File: src/rtl/dchs_pkg.sv
// Package for the display CAN handshake sequencer: payload structs,
// phase codes, frame identifiers and the request struct between front and back.
// No dependencies.
package dchs_pkg;

  typedef struct packed {
    logic [1:0]  kind;
    logic [10:0] frame_id;
    logic [3:0]  frame_len;
    logic [7:0]  rx_byte0;
    logic [7:0]  rx_byte1;
    logic [7:0]  rx_byte2;
  } in_item_t;

  typedef struct packed {
    logic        has_frame;
    logic [10:0] tx_id;
    logic [7:0]  tx_byte0;
    logic [7:0]  tx_byte1;
    logic [7:0]  tx_byte2;
    logic [7:0]  tx_byte3;
    logic [7:0]  tx_byte4;
    logic [7:0]  tx_byte5;
    logic [7:0]  tx_byte6;
    logic [7:0]  tx_byte7;
    logic        last_of_item;
    logic [3:0]  phase_code;
  } out_item_t;

  // Classified request handed from the front part to the back part.
  typedef struct packed {
    logic       tick;
    logic       restart;
    logic       ack_1c1;    // 1C1 frame, answer with 5C1
    logic       panel;      // 1C1 frame carrying 70
    logic       request;    // 3CF 61 11
    logic       ack;        // bit 10 id with byte 74
    logic [9:0] ack_id;
  } req_t;

  localparam logic [1:0] KIND_TICK    = 2'd0;
  localparam logic [1:0] KIND_FRAME   = 2'd1;
  localparam logic [1:0] KIND_RESTART = 2'd2;

  localparam logic [3:0] PH_SILENT    = 4'd0;
  localparam logic [3:0] PH_SAWREQ    = 4'd1;
  localparam logic [3:0] PH_HELLO     = 4'd2;
  localparam logic [3:0] PH_WAITPANEL = 4'd3;
  localparam logic [3:0] PH_REGTEXT   = 4'd4;
  localparam logic [3:0] PH_REGNAV    = 4'd5;
  localparam logic [3:0] PH_SETTLE    = 4'd6;
  localparam logic [3:0] PH_POWERON   = 4'd7;
  localparam logic [3:0] PH_WARMUP    = 4'd8;
  localparam logic [3:0] PH_SETCLOCK  = 4'd9;
  localparam logic [3:0] PH_DONE      = 4'd10;

  localparam logic [10:0] ID_ANNOUNCE = 11'h3AF;
  localparam logic [10:0] ID_REQUEST  = 11'h3CF;
  localparam logic [10:0] ID_TEXT     = 11'h151;
  localparam logic [10:0] ID_NAV      = 11'h1F1;
  localparam logic [10:0] ID_PANEL    = 11'h1C1;
  localparam logic [10:0] ID_PANELACK = 11'h5C1;
  localparam logic [10:0] ID_ACK_BIT  = 11'h400;

  localparam logic [7:0] B_BEAT     = 8'hB9;
  localparam logic [7:0] B_ANNOUNCE = 8'hBA;
  localparam logic [7:0] B_ON       = 8'h70;
  localparam logic [7:0] B_ACK      = 8'h74;
  localparam logic [7:0] B_REQ0     = 8'h61;
  localparam logic [7:0] B_REQ1     = 8'h11;

  localparam logic [31:0] WARMUP_MS     = 32'd50;
  localparam logic [1:0]  HELLO_REPEATS = 2'd3;

  localparam logic [2:0] CFG_ANN_EN  = 3'd0;
  localparam logic [2:0] CFG_CLOCK   = 3'd1;
  localparam logic [2:0] CFG_HELLO   = 3'd2;
  localparam logic [2:0] CFG_BEAT    = 3'd3;
  localparam logic [2:0] CFG_ANN     = 3'd4;
  localparam logic [2:0] CFG_ACK     = 3'd5;
  localparam logic [2:0] CFG_SETTLE  = 3'd6;
  localparam logic [2:0] CFG_RETRY   = 3'd7;

  function automatic out_item_t frame1(input logic [10:0] id, input logic [7:0] b);
    out_item_t r;
    r = '0;
    r.has_frame = 1'b1;
    r.tx_id = id;
    r.tx_byte0 = b;
    return r;
  endfunction

endpackage

File: src/rtl/dchs_front.sv
// Front part: accepts input items, classifies them into a request and
// holds them in a two-entry queue. Depends on dchs_pkg.
module dchs_front import dchs_pkg::*; (
  input  logic     clk,
  input  logic     rst,
  input  logic     in_valid,
  output logic     in_ready,
  input  in_item_t in_data,
  output logic     q_valid,
  input  logic     q_take,
  output req_t     q_req
);

  req_t       slot [2];
  logic       rd_ptr, wr_ptr;
  logic [1:0] count;
  req_t       cls;
  logic       is_frame, len1, len3;
  logic       push, pop;

  always_comb begin
    is_frame = in_data.kind == KIND_FRAME;
    len1 = in_data.frame_len != 4'd0;
    len3 = in_data.frame_len >= 4'd3;
    cls = '0;
    cls.tick = in_data.kind == KIND_TICK;
    cls.restart = in_data.kind == KIND_RESTART;
    cls.ack_1c1 = is_frame && in_data.frame_id == ID_PANEL;
    cls.panel = cls.ack_1c1 && len1 && in_data.rx_byte0 == B_ON;
    cls.request = is_frame && in_data.frame_id == ID_REQUEST && len3 &&
                  in_data.rx_byte0 == B_REQ0 && in_data.rx_byte1 == B_REQ1;
    cls.ack = is_frame && (in_data.frame_id & ID_ACK_BIT) != 11'd0 && len1 &&
              in_data.rx_byte0 == B_ACK;
    cls.ack_id = in_data.frame_id[9:0];
  end

  assign in_ready = count != 2'd2;
  assign q_valid  = count != 2'd0;
  assign q_req    = slot[rd_ptr];
  assign push     = in_valid && in_ready;
  assign pop      = q_take && q_valid;

  always_ff @(posedge clk) begin
    if (push) begin
      slot[wr_ptr] <= cls;
    end
    if (rst) begin
      rd_ptr <= 1'b0;
      wr_ptr <= 1'b0;
      count <= 2'd0;
    end else begin
      if (push) wr_ptr <= ~wr_ptr;
      if (pop) rd_ptr <= ~rd_ptr;
      count <= count + {1'b0, push} - {1'b0, pop};
    end
  end

endmodule

File: src/rtl/dchs_back.sv
// Back part: holds the session state and configuration, executes one
// request per pass and delivers its results through an output register.
// Depends on dchs_pkg.
module dchs_back import dchs_pkg::*; (
  input  logic        clk,
  input  logic        rst,
  input  logic        q_valid,
  output logic        q_take,
  input  req_t        q_req,
  input  logic        cfg_we,
  input  logic [2:0]  cfg_index,
  input  logic [31:0] cfg_wdata,
  output logic        out_valid,
  input  logic        out_ready,
  output out_item_t   out_data
);

  logic        announce_enable;
  logic [31:0] clock_text;
  logic [15:0] hello_delay_ms, heartbeat_ms, announce_ms, ack_timeout_ms;
  logic [15:0] settle_ms, retry_ms;

  logic [31:0] time_ms, deadline, next_beat, next_announce;
  logic [3:0]  phase;
  logic [1:0]  hello_count;
  logic        panel_seen, registered, announced;

  // Second result of the item, waiting behind the first.
  logic        pend_valid;
  out_item_t   pend;

  logic [31:0] time_next, deadline_next, next_beat_next, next_announce_next;
  logic [3:0]  phase_next;
  logic [1:0]  hello_count_next;
  logic        panel_seen_next, registered_next, announced_next;
  out_item_t   r0, r1;
  logic        n_res;
  logic [31:0] now;
  logic [1:0]  hc;
  logic        beat;
  out_item_t   f;

  function automatic logic reached(input logic [31:0] t, input logic [31:0] at);
    logic [31:0] d;
    d = t - at;
    return ~d[31];
  endfunction

  // Out register is free when empty or being taken with no pending result.
  logic slot_free;
  assign slot_free = (!out_valid || out_ready) && !pend_valid;
  assign q_take = q_valid && slot_free;

  always_comb begin
    time_next = time_ms;
    deadline_next = deadline;
    next_beat_next = next_beat;
    next_announce_next = next_announce;
    phase_next = phase;
    hello_count_next = hello_count;
    panel_seen_next = panel_seen;
    registered_next = registered;
    announced_next = announced;
    f = '0;
    beat = 1'b0;
    hc = 2'd0;
    now = time_ms + 32'd1;
    if (q_req.tick) begin
      time_next = now;
      if (registered && reached(now, next_beat)) begin
        beat = 1'b1;
        next_beat_next = now + {16'd0, heartbeat_ms};
      end
      case (phase)
        PH_SILENT: begin
          if (announce_enable && reached(now, next_announce)) begin
            next_announce_next = now + {16'd0, announce_ms};
            f = frame1(ID_ANNOUNCE, B_ANNOUNCE);
          end
        end
        PH_SAWREQ: begin
          if (reached(now, deadline)) begin
            hello_count_next = 2'd0;
            phase_next = PH_HELLO;
          end
        end
        PH_HELLO: begin
          if (hello_count == 2'd0 || reached(now, deadline)) begin
            f = frame1(ID_ANNOUNCE, 8'hB0);
            f.tx_byte1 = 8'h14;
            f.tx_byte2 = 8'h11;
            f.tx_byte4 = 8'h1F;
            hc = hello_count + 2'd1;
            hello_count_next = hc;
            if (hc >= HELLO_REPEATS || hc == 2'd0) begin
              phase_next = PH_WAITPANEL;
              deadline_next = now + {16'd0, ack_timeout_ms};
            end else begin
              deadline_next = now + {16'd0, hello_delay_ms};
            end
          end
        end
        PH_WAITPANEL: begin
          if (panel_seen) begin
            f = frame1(ID_TEXT, B_ON);
            phase_next = PH_REGTEXT;
            deadline_next = now + {16'd0, ack_timeout_ms};
          end else if (reached(now, deadline)) begin
            phase_next = PH_SILENT;
            hello_count_next = 2'd0;
            panel_seen_next = 1'b0;
            registered_next = 1'b0;
            announced_next = 1'b0;
            next_announce_next = now + {16'd0, announce_ms};
          end
        end
        PH_REGTEXT, PH_REGNAV: begin
          if (reached(now, deadline)) begin
            phase_next = PH_SILENT;
            hello_count_next = 2'd0;
            panel_seen_next = 1'b0;
            registered_next = 1'b0;
            announced_next = 1'b0;
            next_announce_next = now + {16'd0, announce_ms};
          end
        end
        PH_SETTLE: begin
          if (reached(now, deadline)) begin
            f = frame1(ID_TEXT, 8'h03);
            f.tx_byte1 = 8'h52;
            f.tx_byte2 = 8'h09;
            phase_next = PH_POWERON;
            deadline_next = now + {16'd0, ack_timeout_ms};
          end
        end
        PH_POWERON: begin
          if (reached(now, deadline)) begin
            phase_next = PH_SETTLE;
            deadline_next = now + {16'd0, retry_ms};
          end
        end
        PH_WARMUP: begin
          if (reached(now, deadline)) begin
            f = frame1(ID_TEXT, 8'h05);
            f.tx_byte1 = 8'h56;
            f.tx_byte2 = clock_text[31:24];
            f.tx_byte3 = clock_text[23:16];
            f.tx_byte4 = clock_text[15:8];
            f.tx_byte5 = clock_text[7:0];
            phase_next = PH_SETCLOCK;
            deadline_next = now + {16'd0, ack_timeout_ms};
          end
        end
        PH_SETCLOCK: begin
          if (reached(now, deadline)) begin
            phase_next = PH_WARMUP;
            deadline_next = now + {16'd0, retry_ms};
          end
        end
        default: begin
        end
      endcase
    end else if (q_req.restart) begin
      phase_next = PH_SILENT;
      hello_count_next = 2'd0;
      panel_seen_next = 1'b0;
      registered_next = 1'b0;
      announced_next = 1'b0;
      next_announce_next = time_ms + {16'd0, announce_ms};
    end else if (q_req.ack_1c1) begin
      f = frame1(ID_PANELACK, B_ACK);
      if (q_req.panel) panel_seen_next = 1'b1;
    end else if (q_req.request) begin
      if (phase == PH_SILENT || phase == PH_SAWREQ) begin
        if (!announced) begin
          announced_next = 1'b1;
          f = frame1(ID_ANNOUNCE, B_ANNOUNCE);
        end else begin
          hello_count_next = 2'd0;
          phase_next = PH_SAWREQ;
          deadline_next = time_ms + {16'd0, hello_delay_ms};
        end
      end else if (registered) begin
        phase_next = PH_SILENT;
        hello_count_next = 2'd0;
        panel_seen_next = 1'b0;
        registered_next = 1'b0;
        announced_next = 1'b0;
        next_announce_next = time_ms + {16'd0, announce_ms};
      end
    end else if (q_req.ack) begin
      case (phase)
        PH_REGTEXT: begin
          if (q_req.ack_id == ID_TEXT[9:0]) begin
            f = frame1(ID_NAV, B_ON);
            phase_next = PH_REGNAV;
            deadline_next = time_ms + {16'd0, ack_timeout_ms};
          end
        end
        PH_REGNAV: begin
          if (q_req.ack_id == ID_NAV[9:0]) begin
            registered_next = 1'b1;
            next_beat_next = time_ms + {16'd0, heartbeat_ms};
            phase_next = PH_SETTLE;
            deadline_next = time_ms + {16'd0, settle_ms};
          end
        end
        PH_POWERON: begin
          if (q_req.ack_id == ID_TEXT[9:0]) begin
            phase_next = PH_WARMUP;
            deadline_next = time_ms + WARMUP_MS;
          end
        end
        PH_SETCLOCK: begin
          if (q_req.ack_id == ID_TEXT[9:0]) begin
            phase_next = PH_DONE;
            deadline_next = 32'd0;
          end
        end
        default: begin
        end
      endcase
    end
    // Order the results: heartbeat first, then the phase frame.
    n_res = beat && f.has_frame;
    r1 = f;
    r0 = beat ? frame1(ID_ANNOUNCE, B_BEAT) : f;
    r0.phase_code = phase_next;
    r1.phase_code = phase_next;
    r0.last_of_item = !n_res;
    r1.last_of_item = 1'b1;
  end

  always_ff @(posedge clk) begin
    if (q_take) begin
      out_data <= r0;
      pend <= r1;
    end else if (pend_valid && out_ready) begin
      out_data <= pend;
    end
    if (rst) begin
      announce_enable <= 1'b1;
      clock_text <= 32'h3130_3030;
      hello_delay_ms <= 16'd31;
      heartbeat_ms <= 16'd500;
      announce_ms <= 16'd3000;
      ack_timeout_ms <= 16'd2000;
      settle_ms <= 16'd400;
      retry_ms <= 16'd1500;
      time_ms <= '0;
      phase <= PH_SILENT;
      deadline <= '0;
      hello_count <= '0;
      panel_seen <= 1'b0;
      registered <= 1'b0;
      announced <= 1'b0;
      next_beat <= '0;
      next_announce <= 32'd3000;
      out_valid <= 1'b0;
      pend_valid <= 1'b0;
    end else begin
      if (cfg_we) begin
        case (cfg_index)
          CFG_ANN_EN: announce_enable <= cfg_wdata[0];
          CFG_CLOCK:  clock_text <= cfg_wdata;
          CFG_HELLO:  hello_delay_ms <= cfg_wdata[15:0];
          CFG_BEAT:   heartbeat_ms <= cfg_wdata[15:0];
          CFG_ANN:    announce_ms <= cfg_wdata[15:0];
          CFG_ACK:    ack_timeout_ms <= cfg_wdata[15:0];
          CFG_SETTLE: settle_ms <= cfg_wdata[15:0];
          CFG_RETRY:  retry_ms <= cfg_wdata[15:0];
          default: begin
          end
        endcase
      end
      if (q_take) begin
        time_ms <= time_next;
        phase <= phase_next;
        deadline <= deadline_next;
        hello_count <= hello_count_next;
        panel_seen <= panel_seen_next;
        registered <= registered_next;
        announced <= announced_next;
        next_beat <= next_beat_next;
        next_announce <= next_announce_next;
        out_valid <= 1'b1;
        pend_valid <= n_res;
      end else if (pend_valid && out_ready) begin
        pend_valid <= 1'b0;
      end else if (out_ready) begin
        out_valid <= 1'b0;
      end
    end
  end

endmodule

File: src/rtl/display_can_handshake_sequencer.sv
// Display CAN handshake sequencer, radio side. A request reaching an empty
// block is queued in the front part, taken by the back part, and its first
// result is registered in the output register. Throughput, set by the single
// output register and its pending slot: one request per cycle when it gives
// one result and the output is not stalled; two results hold off the next.
// Reset (rst, synchronous) restores configuration defaults and session state.
// Depends on dchs_pkg, dchs_front and dchs_back.
module display_can_handshake_sequencer import dchs_pkg::*; (
  input  logic        clk,
  input  logic        rst,
  input  logic        in_valid,
  output logic        in_ready,
  input  in_item_t    in_data,
  output logic        out_valid,
  input  logic        out_ready,
  output out_item_t   out_data,
  input  logic        cfg_we,
  input  logic [2:0]  cfg_index,
  input  logic [31:0] cfg_wdata
);

  // The front classifies each request and queues it; the back owns all
  // session state and retires one queued request whenever its output side
  // has room, so input and output stall independently.
  logic q_valid, q_take;
  req_t q_req;

  dchs_front u_front (
    .clk(clk), .rst(rst),
    .in_valid(in_valid), .in_ready(in_ready), .in_data(in_data),
    .q_valid(q_valid), .q_take(q_take), .q_req(q_req)
  );

  dchs_back u_back (
    .clk(clk), .rst(rst),
    .q_valid(q_valid), .q_take(q_take), .q_req(q_req),
    .cfg_we(cfg_we), .cfg_index(cfg_index), .cfg_wdata(cfg_wdata),
    .out_valid(out_valid), .out_ready(out_ready), .out_data(out_data)
  );

  // A result that is not the last of its request is always followed by one.
  assert property (@(posedge clk) disable iff (rst)
    out_valid && out_ready && !out_data.last_of_item |=> out_valid)
    else $error("second result missing");

  // A result without a frame carries no identifier.
  assert property (@(posedge clk) disable iff (rst)
    out_valid && !out_data.has_frame |-> out_data.tx_id == 11'd0)
    else $error("empty result with identifier");

  // The phase never leaves its coded range.
  assert property (@(posedge clk) disable iff (rst)
    out_valid |-> out_data.phase_code <= PH_DONE)
    else $error("phase code out of range");

endmodule
File: config.mk
export PLATFORM = sky130hd
export DESIGN_NAME = display_can_handshake_sequencer
export DESIGN_NICKNAME = d
export VERILOG_FILES = /design/src/rtl/dchs_pkg.sv /design/src/rtl/dchs_front.sv /design/src/rtl/dchs_back.sv /design/src/rtl/display_can_handshake_sequencer.sv
export SDC_FILE = /design/constraint.sdc
export NUM_CORES = 1
export LEC_CHECK = 0
export ABC_AREA = 1
export BUFFER_PORTS_ARGS = -buffer_cell sky130_fd_sc_hd__buf_2
export CAP_MARGIN = 40
export CORE_MARGIN = 2
export CORE_UTILIZATION = 35
export CTS_BUF_LIST = sky130_fd_sc_hd__clkbuf_2
export CTS_CLUSTER_SIZE = 40
export DETAILED_ROUTE_END_ITERATION = 12
export PLACE_DENSITY = 0.57
export RECOVER_POWER = 25
export SLEW_MARGIN = 10
export SYNTH_ARGS = -nofsm -noshare
export SYNTH_HDL_FRONTEND = slang
export SYNTH_SLANG_ARGS = --single-unit
File: constraint.sdc
create_clock -name clk -period 13 [get_ports clk]
set_input_delay 1.3 -clock clk [delete_from_list [all_inputs] [get_ports clk]]
set_output_delay 1.3 -clock clk [all_outputs]
set_load 0.01 [all_outputs]
; ---- Word-level counts from Yosys, hierarchy flattened
; Memories as Yosys holds them, arrays and structs flattened. A register that Yosys moved wholly into a read port is not among the register bits.
; Cells that the tools add are included.
[word_totals]
elab_cells = 322
mem_count = 1
register_bits = 433
mem_bits_rw = 32
inputBits = 81
out_inout_bits = 83
[classes]
reduce_logical = 68
n_lt_le_gt_ge = 2
bitwise_logic = 5
eq_ne = 55
muxes = 128
addsub = 18
[mem_list]
columns = name, depth, width, rd, rd_clocked_by_memory_dff, write_ports, line_no
row1 = u_front.slot, 2, 16, 1, 1, 1, dchs_front.sv:14  ; req_t slot [2];
[ops]
columns = cell, count
row1 = 81-bit 2-to-1 mux, 17
row2 = 32-bit 2-to-1 mux, 33
row3 = 81-bit one-hot mux with 5 select lines, 1
row4 = 32-bit by 16-bit adder with 32-bit output, 10
row5 = 32-bit one-hot mux with 4 select lines, 2
row6 = 32-bit one-hot mux with 3 select lines, 1
row7 = 32-bit subtractor, 3
row8 = 4-bit 2-to-1 mux, 21
row9 = 1-bit 2-to-1 mux, 37
row10 = 32-bit by 1-bit adder with 32-bit output (second input constant), 1
row11 = 32-bit by 6-bit adder with 32-bit output (second input constant), 1
row12 = 4-bit one-hot mux with 8 select lines, 1
row13 = 8-bit AND reduction, 4
row14 = 4-bit nonzero test, 7
row15 = 8-bit by 7-bit == test with 1-bit output (second input constant), 3
row16 = 10-bit by 9-bit == test with 1-bit output (second input constant), 2
row17 = 2-bit 2-to-1 mux, 10
row18 = 4-bit by 3-bit != test with 1-bit output (second input constant), 5
row19 = 2-bit AND reduction, 10
row20 = 1-bit logical AND, 18
row21 = 4-bit by 3-bit == test with 1-bit output (second input constant), 4
row22 = 4-bit one-hot mux with 4 select lines, 1
row23 = 16-bit AND reduction, 1
row24 = 3-bit != test (second input constant), 5
row25 = 39 further kinds, 78

; ---- Longest topological paths before layout
; Gate-level depths: netlist of run 1.
[depth]
word_depth = 11
mapped_depth = 27
mapped_depth_nobuf = 26

; ---- Cells and area by module
; Synthesis of run 1 repeated with hierarchy kept, for this count alone.
[hier_totals]
hier_cells = 4274
hier_area_um2 = 29519.6
[by_module_without_submodules]
columns = module, area_per_inst_um2, cells_each, instances, seq_area_each_um2
row1 = dchs_back, 27846.7, 4138, 1, 8488.1
row2 = dchs_front, 1672.9, 136, 1, 1061.0

; ---- Worst setup path before layout of run 1
; No wires, ideal clock.
[synth_path]
path_kind = input to register
start = input out_ready
end = register u_front.count[1]
path_buffers = 1
t_required_ns = 12.930
path_stages = 11
arrival_ns = 4.238
setup_ns = 0.070
slack_ns = 8.693
cell_sequence = inv_1 nand2_1 nand2_1 inv_2 buf_1 ha_1 inv_1 ha_1 xor2_1 o21ai_0 a21oi_1
[synth_via]
elab_chain_len = 5
[synth_rtl]
columns = element, line_no
row1 = "start, declared", display_can_handshake_sequencer.sv:15  ; input logic out_ready,
row2 = 1-bit logical OR, dchs_back.sv:51  ; assign slot_free = (!out_valid || out_ready) && !pend_valid;
row3 = 1-bit logical AND, dchs_back.sv:51
row4 = 1-bit logical AND, dchs_back.sv:52  ; assign q_take = q_valid && slot_free;
row5 = via q_take, display_can_handshake_sequencer.sv:25  ; logic q_valid, q_take;
row6 = 1-bit logical AND, dchs_front.sv:41  ; assign pop = q_take && q_valid;
row7 = 2-bit by 1-bit subtractor with 2-bit output, dchs_front.sv:54  ; count <= count + {1'b0, push} - {1'b0, pop};
row8 = "end signal, assigned", dchs_front.sv:54
row9 = "end, declared", dchs_front.sv:16  ; logic [1:0] count;
; The timed path passes the listed nets, and every way through them passes these cells.
; A chain may end at the register's enable or synchronous reset.

==> metrics, run 1 <==
status finished, violations left; violated checks capacitance limit, slew limit; number of DRC markers in iteration 0 2534; CP top delay family buffers and inverters; post-CTS setup-driven buffer insertion count 0; sw power 0.003224 W; worst hold stages 3; number of antenna violations at the first check in global routing 4; area added between synthesis and finish 9.379%; clock buffer depth 3; Worst Hold Class primary input to flop; most common cell after layout, fill and taps aside sky130_fd_sc_hd__nand2_1; final routed wire length divided by cell count 19.13 microns; largest fanout on the critical path 82; final hold viol count 0; Final min period 6.343 ns; number of nets in the layout 4703; horizontal die dimension 293.1 microns; core outline area 0.08316 sq mm; slew at the pin closest to its max-slew limit 3.629 ns; number of buffers inserted by hold repair at cts 0; wirelength, routed 106900 microns; Starting Density 0.3518; I/O pin count 164; cts repair resizes 0; first-pass GRT wire length 160800 microns; Worst Hold Launch cfg_wdata[18]; placement-stage worst setup slack 7.227 ns; Seq/Total Area, Yosys 0.3264; post-route clock skew 0.1898 ns; cells along the critical path buf_2, clkbuf_1, clkinvlp_2, clkbuf_1, buf_4, buf_12, o21ai_0, a31oi_1; clock group share of total power 0.156; VDD IR max 0.08996 mV; GR Overflow Total 0; final period utilization 0.4879; Die Footprint 0.08592 sq mm; largest net degree at the start of global routing 83; library cell appearing most often on the critical path sky130_fd_sc_hd__clkbuf_1; endpoints failing setup 0; Die Span Y 293.1 microns; RSZ-0062 raised after global routing no; post-placement cell count 5371; max frequency 0.1576 GHz; reg-to-reg setup timing slack 6.90 ns; setup total negative slack 0 ns; critical path's slowest cell sky130_fd_sc_hd__clkinvlp_2; gp weighted congestion 0.9646; crit start category primary input; Final Power 0.006375 W; mean cell area of the mapped netlist 6.877 sq um; number of enable flip-flop cells after synthesis 136; Int Power 0.003150 W; via count of the first global-routing pass 27200; CP arrival 7.35 ns; clock slew at the register clock pins of the worst setup and hold paths 0.10 ns; CTS H-tree depth 3; gate count of the mapped netlist 4254; switching part of the total 0.5058; power share of the combinational group 0.548; yosys synthesis warning count 0; CTS tree done; origin of the worst setup path rst; count of final max-slew check failures 207; post-synthesis instance area 0.02926 sq mm; end point of the worst hold path u_back.clock_text[18]$_SDFFE_PP0P_; Worst Setup End Kind flop; capture instance of the worst register-to-register path u_back.deadline[31]$_SDFFE_PP0P_; max cap viols 4; Final HPWL DP 79440 microns; Synth async-reset ratio 0; power per cell area 199.2 mW/mm^2; flip-flop and latch count after synthesis 409; Max stage delay on crit path 2.02 ns; Worst Slack Setup Final 6.657 ns; r2r startpoint u_back.time_ms[0]$_SDFFE_PP0P_; Worst EP required 14.00 ns; Layout Cells excl Fill 5587; count of buffer and inverter cells on the critical path 6; Core Rows 106; sequential cell fraction of total power 0.296; CTS buffer count 115; buffer type at the clock tree root sky130_fd_sc_hd__clkbuf_2; total of buffers placed on input and output ports 135; DRT antenna net count 0; most frequently used flop master after synthesis sky130_fd_sc_hd__dfxtp_1; clk_lat worst skew 1.30 ns; vias per cell 5.242; WS Path Type primary input to flop; Vias 29290; number of clock sinks 409; DRC viols 0; first-pass iteration count of the detailed router 8; static leakage power 14.91 nW; cell count of the worst reg-to-reg path 23; library cells used by synthesis 72; highest-count cells in the layout ignoring fill and taps sky130_fd_sc_hd__nand2_1, sky130_fd_sc_hd__nor2_1, sky130_fd_sc_hd__inv_1, sky130_fd_sc_hd__o21ai_0, sky130_fd_sc_hd__a21oi_1; GRT Total Usage 0.2434; layout filler cell count 8951; ratio of cells with drive above 1 in the final layout 0.1054; relative max-transition margin -1.419
[synth_stat cells, types with 28 or more instances]
| master | number | area (sq um) |
|---|---|---|
| sky130_fd_sc_hd__xnor2_1 | 31 | 271.5 |
| sky130_fd_sc_hd__xor2_1 | 80 | 700.7 |
| sky130_fd_sc_hd__nand2_1 | 970 | 3641 |
| sky130_fd_sc_hd__o21ai_1 | 41 | 205.2 |
| sky130_fd_sc_hd__dfxtp_1 | 273 | 5465 |
| sky130_fd_sc_hd__ha_1 | 207 | 2590 |
| sky130_fd_sc_hd__inv_1 | 440 | 1652 |
| sky130_fd_sc_hd__nor2_1 | 466 | 1749 |
| sky130_fd_sc_hd__a21oi_1 | 388 | 1942 |
| sky130_fd_sc_hd__o21ai_0 | 413 | 2067 |
| sky130_fd_sc_hd__buf_4 | 43 | 322.8 |
| sky130_fd_sc_hd__nand4_1 | 35 | 219.0 |
| sky130_fd_sc_hd__edfxtp_1 | 136 | 4084 |
| sky130_fd_sc_hd__nand3_1 | 278 | 1391 |
| sky130_fd_sc_hd__clkbuf_1 | 82 | 307.8 |
| sky130_fd_sc_hd__nor3_1 | 28 | 140.1 |
[worst min-delay path, delay by kind of cell]
family,cells,cell delay (ns)
and+or+nand+nor,2,0.11
buffers and inverters,1,0.08
[state kept, by name (all words and copies together) (netlist names), 2 cells and up, named ones only]
register               flops
u_back.hello_count         2
u_back.retry_ms           16
u_back.next_announce      32
u_back.phase               4
u_back.out_data           53
u_front.slot              32
u_back.announce_ms        16
u_back.next_beat          32
u_front.count              2
u_back.hello_delay_ms     16
u_back.settle_ms          16
u_back.heartbeat_ms       16
u_back.pend               51
u_back.deadline           32
u_back.ack_timeout_ms     16
u_back.clock_text         32
u_back.time_ms            32
[stage by stage]
step                  util  hold WS [ns]  cell area (sq um)
floorplan                -        0.4257              29330
global placement    0.3709        0.4330              30840
detailed placement  0.3722        0.4443              30950
CTS                 0.3855        0.1324              32050
global route        0.3848        0.1936              32000
finish              0.3848        0.2803              32000
[power groups by stage]
stage | Sequential, W | Combinational (W) | Clock [W]
after global placement | 0.00191 | 0.00340 | 0
after floorplan | 0.00188 | 0.00236 | 0
after CTS | 0.00188 | 0.00346 | 0.00102
after global routing | 0.00192 | 0.00387 | 0.00109
after detailed placement | 0.00191 | 0.00344 | 0
final | 0.00189 | 0.00349 | 0.000994
[kinds of logic (layout without fill, tap and decap cells)]
logic type / after synthesis / in the layout / share of synthesized area
and+or+nand+nor: 1890 / 1890 / 0.2717
AOI/OAI and AO/OA: 992 / 992 / 0.1838
buffers and inverters: 635 / 867 / 0.09028
DFF: 409 / 409 / 0.3264
adders and majority gates: 214 / 214 / 0.09332
xor gates and xnor gates: 113 / 113 / 0.03434
other: 1 / 22 / 0.0001282
[how the worst max path moves through the flow]
| stage | end | cells after the start |
|---|---|---|
| 2_1_floorplan | u_front.count[1]$_SDFF_PP0_ | 11 |
| 3_3_place_gp | u_back.deadline[23]$_SDFFE_PP0P_ | 22 |
| 3_5_place_dp | u_back.deadline[23]$_SDFFE_PP0P_ | 23 |
| 4_1_cts | u_back.deadline[14]$_SDFFE_PP0P_ | 24 |
| 5_1_grt | u_back.deadline[9]$_SDFFE_PP0P_ | 8 |
| 6_report | u_back.deadline[15]$_SDFFE_PP0P_ | 8 |
[cell type report]
class | instances | area (sq um) | share of cell area
multi-input combinational | 3229 | 17170 | 0.5366
tap | 1080 | 1351 | 0.04223
timing repair buffer | 189 | 1082 | 0.03382
clock inverter | 52 | 287.8 | 0.008993
inverter | 464 | 1743 | 0.05447
sequential | 409 | 9549 | 0.2984
clock buffer | 162 | 810.8 | 0.02534
antenna | 2 | 5.005 | 0.0001564
[per-layer routing]
metal	track usage	vias up	routed length, microns
met5	0	-	0
met4	0.08705	0	3467
met3	0.04425	208	8234
met2	0.3918	1019	47900
met1	0.3256	13500	47280
li1	-	14560	-
(Power assumes the default switching activity.)
==> inputs of run 2 (changes only) <==
--- a/config.mk
+++ b/config.mk
@@ -5,7 +5,7 @@
 export SDC_FILE = /design/constraint.sdc
 export NUM_CORES = 1
 export LEC_CHECK = 0
-export ABC_AREA = 1
+export ABC_AREA = 0
 export BUFFER_PORTS_ARGS = -buffer_cell sky130_fd_sc_hd__buf_2
 export CAP_MARGIN = 40
 export CORE_MARGIN = 2
==> constraint.sdc (replaced) <==
create_clock -name clk -period 6.65 [get_ports clk]
set_input_delay 0.665 -clock clk [delete_from_list [all_inputs] [get_ports clk]]
set_output_delay 0.665 -clock clk [all_outputs]
set_load 0.01 [all_outputs]
==> metrics, run 2 <==
largest net degree at the start of global routing 97 (+17%); worst hold-check slack 0.2144 ns (-0.06586 ns); setup total negative slack 0 ns (unchanged); max frequency 0.1544 GHz; WS Path Type flop to flop; post-synthesis instance area 0.02893 sq mm (-1.1%); final routed wire length divided by cell count 20.81 microns (+8.8%); clock buffer depth 3 (unchanged); Vias 27900 (-4.7%); clk_lat worst skew 1.25 ns (-0.05 ns); number of clock sinks 409 (unchanged); GRT Total Usage 0.2331 (-0.01023); post-CTS setup-driven buffer insertion count 0 (unchanged); max cap viols 3 (-1); RSZ-0062 raised after global routing no; mean cell area of the mapped netlist 8.217 sq um (+19%); most frequently used flop master after synthesis sky130_fd_sc_hd__dfxtp_1; via count of the first global-routing pass 26270 (-3.4%); highest-count cells in the layout ignoring fill and taps sky130_fd_sc_hd__nand2_1, sky130_fd_sc_hd__a21oi_1, sky130_fd_sc_hd__dfxtp_1, sky130_fd_sc_hd__nor2_1, sky130_fd_sc_hd__ha_1; count of final max-slew check failures 185 (-11%); Regs by FF count u_back.out_data: 53 flops, u_back.pend: 51 flops; CP arrival 7.40 ns (+0.05 ns); gp weighted congestion 0.9509 (-1.4%); Die Span Y 291.5 microns (-0.55%); slew at the pin closest to its max-slew limit 2.855 ns (-0.7736 ns); cell types with the highest counts after synthesis sky130_fd_sc_hd__nand2_1, sky130_fd_sc_hd__a21oi_1, sky130_fd_sc_hd__dfxtp_1; layout filler cell count 8680 (-3.0%); VDD IR max 0.1701 mV (+89%); most common cell after layout, fill and taps aside sky130_fd_sc_hd__nand2_1; Synth async-reset ratio 0 (unchanged); Worst Hold Class primary input to flop; post-placement cell count 4641 (-14%); wirelength, routed 102300 microns (-4.3%); final period utilization 0.9741; core outline area 0.08198 sq mm (-1.4%); library cells used by synthesis 97 (+35%); flip-flop and latch count after synthesis 409 (unchanged); CTS buffer count 113 (-1.7%); number of enable flip-flop cells after synthesis 136 (unchanged); yosys synthesis warning count 0 (unchanged); static leakage power 12.96 nW (-13%); buffer type at the clock tree root sky130_fd_sc_hd__clkbuf_2; leading cell types by total area after synthesis sky130_fd_sc_hd__dfxtp_1, sky130_fd_sc_hd__edfxtp_1, sky130_fd_sc_hd__ha_1; status finished, violations left; top-count cell post-synth sky130_fd_sc_hd__nand2_1; clock slew at the register clock pins of the worst setup and hold paths 0.11 ns (about the same); endpoints failing setup 0 (unchanged); Final HPWL DP 75450 microns (-5.0%); Starting Density 0.3529 (+0.001105); max reg flops 53 (unchanged); final hold viol count 0 (unchanged); DRT antenna net count 0 (unchanged); Die Footprint 0.08498 sq mm (-1.1%); area added between synthesis and finish 13.23%; first-pass GRT wire length 155300 microns (-3.4%); r2r startpoint u_back.time_ms[1]$_SDFFE_PP0P_; gate count of the mapped netlist 3521 (-17%); GR Overflow Total 0 (unchanged); Worst EP required 7.57 ns (-6.43 ns); area share of the largest cell type after synthesis 0.1889 (+0.002092); crit start category flop; CTS tree done; Synth area leader sky130_fd_sc_hd__dfxtp_1; vias per cell 5.674 (+8.2%); number of antenna violations at the first check in global routing 3 (-1); first-pass iteration count of the detailed router 6 (-2); number of DRC markers in iteration 0 2444 (-3.6%); CTS H-tree depth 3 (unchanged); Final min period 6.478 ns; Worst Setup End Kind flop; I/O pin count 164 (unchanged); power per cell area 265.2 mW/mm^2 (+33%); violated checks capacitance limit, slew limit; Final Power 0.008689 W (+36%); register ranked first by flip-flop count u_back.out_data; area of all placed cells without fillers 0.03276 sq mm (+2.4%); Core Rows 105 (-0.94%); Layout Cells excl Fill 4917 (-12%); total of buffers placed on input and output ports 135 (unchanged); number of nets in the layout 4051 (-14%); horizontal die dimension 291.5 microns (-0.55%); largest fanout on the critical path 24 (-71%); Seq/Total Area, Yosys 0.3301 (+0.003656); ratio of cells with drive above 1 in the final layout 0.1233 (+0.01787); origin of the worst setup path u_back.time_ms[1]$_SDFFE_PP0P_; relative max-transition margin -0.9036 (+0.5157); post-route clock skew 0.1139 ns (-0.07591 ns); Cell Area, Placed 0.03107 sq mm (+0.38%); Worst Hold Launch cfg_wdata[29]; DRC viols 0 (unchanged)
[run 2: cell types whose count changed after synthesis, moves of 45 or more]
cell | previous run | this run
sky130_fd_sc_hd__nor2_1 | 466 | 226
sky130_fd_sc_hd__xnor2_1 | 31 | 134
sky130_fd_sc_hd__o21ai_0 | 413 | 189
sky130_fd_sc_hd__a21oi_1 | 388 | 289
sky130_fd_sc_hd__nand3_1 | 278 | 142
sky130_fd_sc_hd__inv_1 | 440 | 145
sky130_fd_sc_hd__clkbuf_1 | 82 | 159
sky130_fd_sc_hd__a21o_1 | 11 | 56
sky130_fd_sc_hd__a211oi_1 | 12 | 57
sky130_fd_sc_hd__nand2_1 | 970 | 468
[run 2: path summary, 6_finish.rpt]
check | to | slack [ns] | cells after the start
worst max-delay path | u_back.out_data[34]$_DFFE_PP_ | 0.17 | 18
worst min-delay path | u_back.clock_text[29]$_SDFFE_PP1P_ | 0.21 | 4
worst max register to register | u_back.out_data[34]$_DFFE_PP_ | 0.17 | 18
worst min register to register | u_back.settle_ms[12]$_SDFFE_PP0P_ | 0.46 | 2
[run 2: final cells by class]
class                      instances  area [sq um]  share of cell area
clock inverter                    46         227.7            0.006951
multi-input combinational       2758         17960              0.5483
tap                             1070          1339             0.04087
antenna                            3         7.507           0.0002292
inverter                         150         564.3             0.01723
sequential                       409          9550              0.2915
timing repair buffer             324          2323             0.07093
clock buffer                     157         785.8             0.02399
[run 2: repair_timing]
action                                  CTS  global route
hold buffers                             69             0
endpoints found under the setup margin    0             1
resized for setup                         0             1
endpoints found under the hold margin   220             0
[run 2: cell families (layout without fill, tap and decap cells)]
| logic type | Yosys count | count (layout) | share of synthesized area |
|---|---|---|---|
| AOI/OAI and AO/OA | 1013 | 1013 | 0.2301 |
| xor gates and xnor gates | 226 | 226 | 0.06963 |
| adders and majority gates | 214 | 214 | 0.09436 |
| buffers and inverters | 373 | 677 | 0.05380 |
| DFF | 409 | 409 | 0.3301 |
| muxes | 47 | 47 | 0.01704 |
| other | 1 | 23 | 0.0001296 |
| and+or+nand+nor | 1238 | 1238 | 0.2049 |
[run 2: power by group]
group	switching [W]	internal [W]
Sequential	0.000172	0.00317
Clock	0.00120	0.000670
Combinational	0.00232	0.00115
[run 2: through the flow]
stage / util / worst slack, ns
3_5_place_dp: 0.3790 / 0.3611
2_1_floorplan: - / 1.524
4_1_cts: 0.3998 / 0.3096
6_report: 0.3996 / 0.1720
3_3_place_gp: 0.3767 / 0.3935
5_1_grt: 0.3996 / 0.007331
[run 2: worst max-delay path: stages, from the launching register on]
cell and delay, ns:
sky130_fd_sc_hd__dfxtp_1 0.57, sky130_fd_sc_hd__ha_1 0.27, sky130_fd_sc_hd__nand4_1 0.31, sky130_fd_sc_hd__or4_1 0.90, sky130_fd_sc_hd__or4_1 0.63, sky130_fd_sc_hd__and2_1 0.26
sky130_fd_sc_hd__clkinv_1 0.08, sky130_fd_sc_hd__buf_4 0.20, sky130_fd_sc_hd__ha_1 0.16, sky130_fd_sc_hd__nand4_1 0.14, sky130_fd_sc_hd__nor4bb_1 0.71, sky130_fd_sc_hd__o211ai_1 0.34
sky130_fd_sc_hd__o22ai_1 0.26, sky130_fd_sc_hd__or3_1 0.13, sky130_fd_sc_hd__and4_1 0.47, sky130_fd_sc_hd__nand2b_1 0.27, sky130_fd_sc_hd__nor3_2 0.06, sky130_fd_sc_hd__buf_4 0.23
sky130_fd_sc_hd__a22o_1 0.22
[run 2: layer usage]
metal / track usage / vias to the layer above / wire [microns]
li1: - / 13420 / -
met1: 0.3111 / 13200 / 44700
met2: 0.3731 / 1067 / 46440
met3: 0.03184 / 214 / 6704
met4: 0.1075 / 0 / 4468
met5: 0 / - / 0
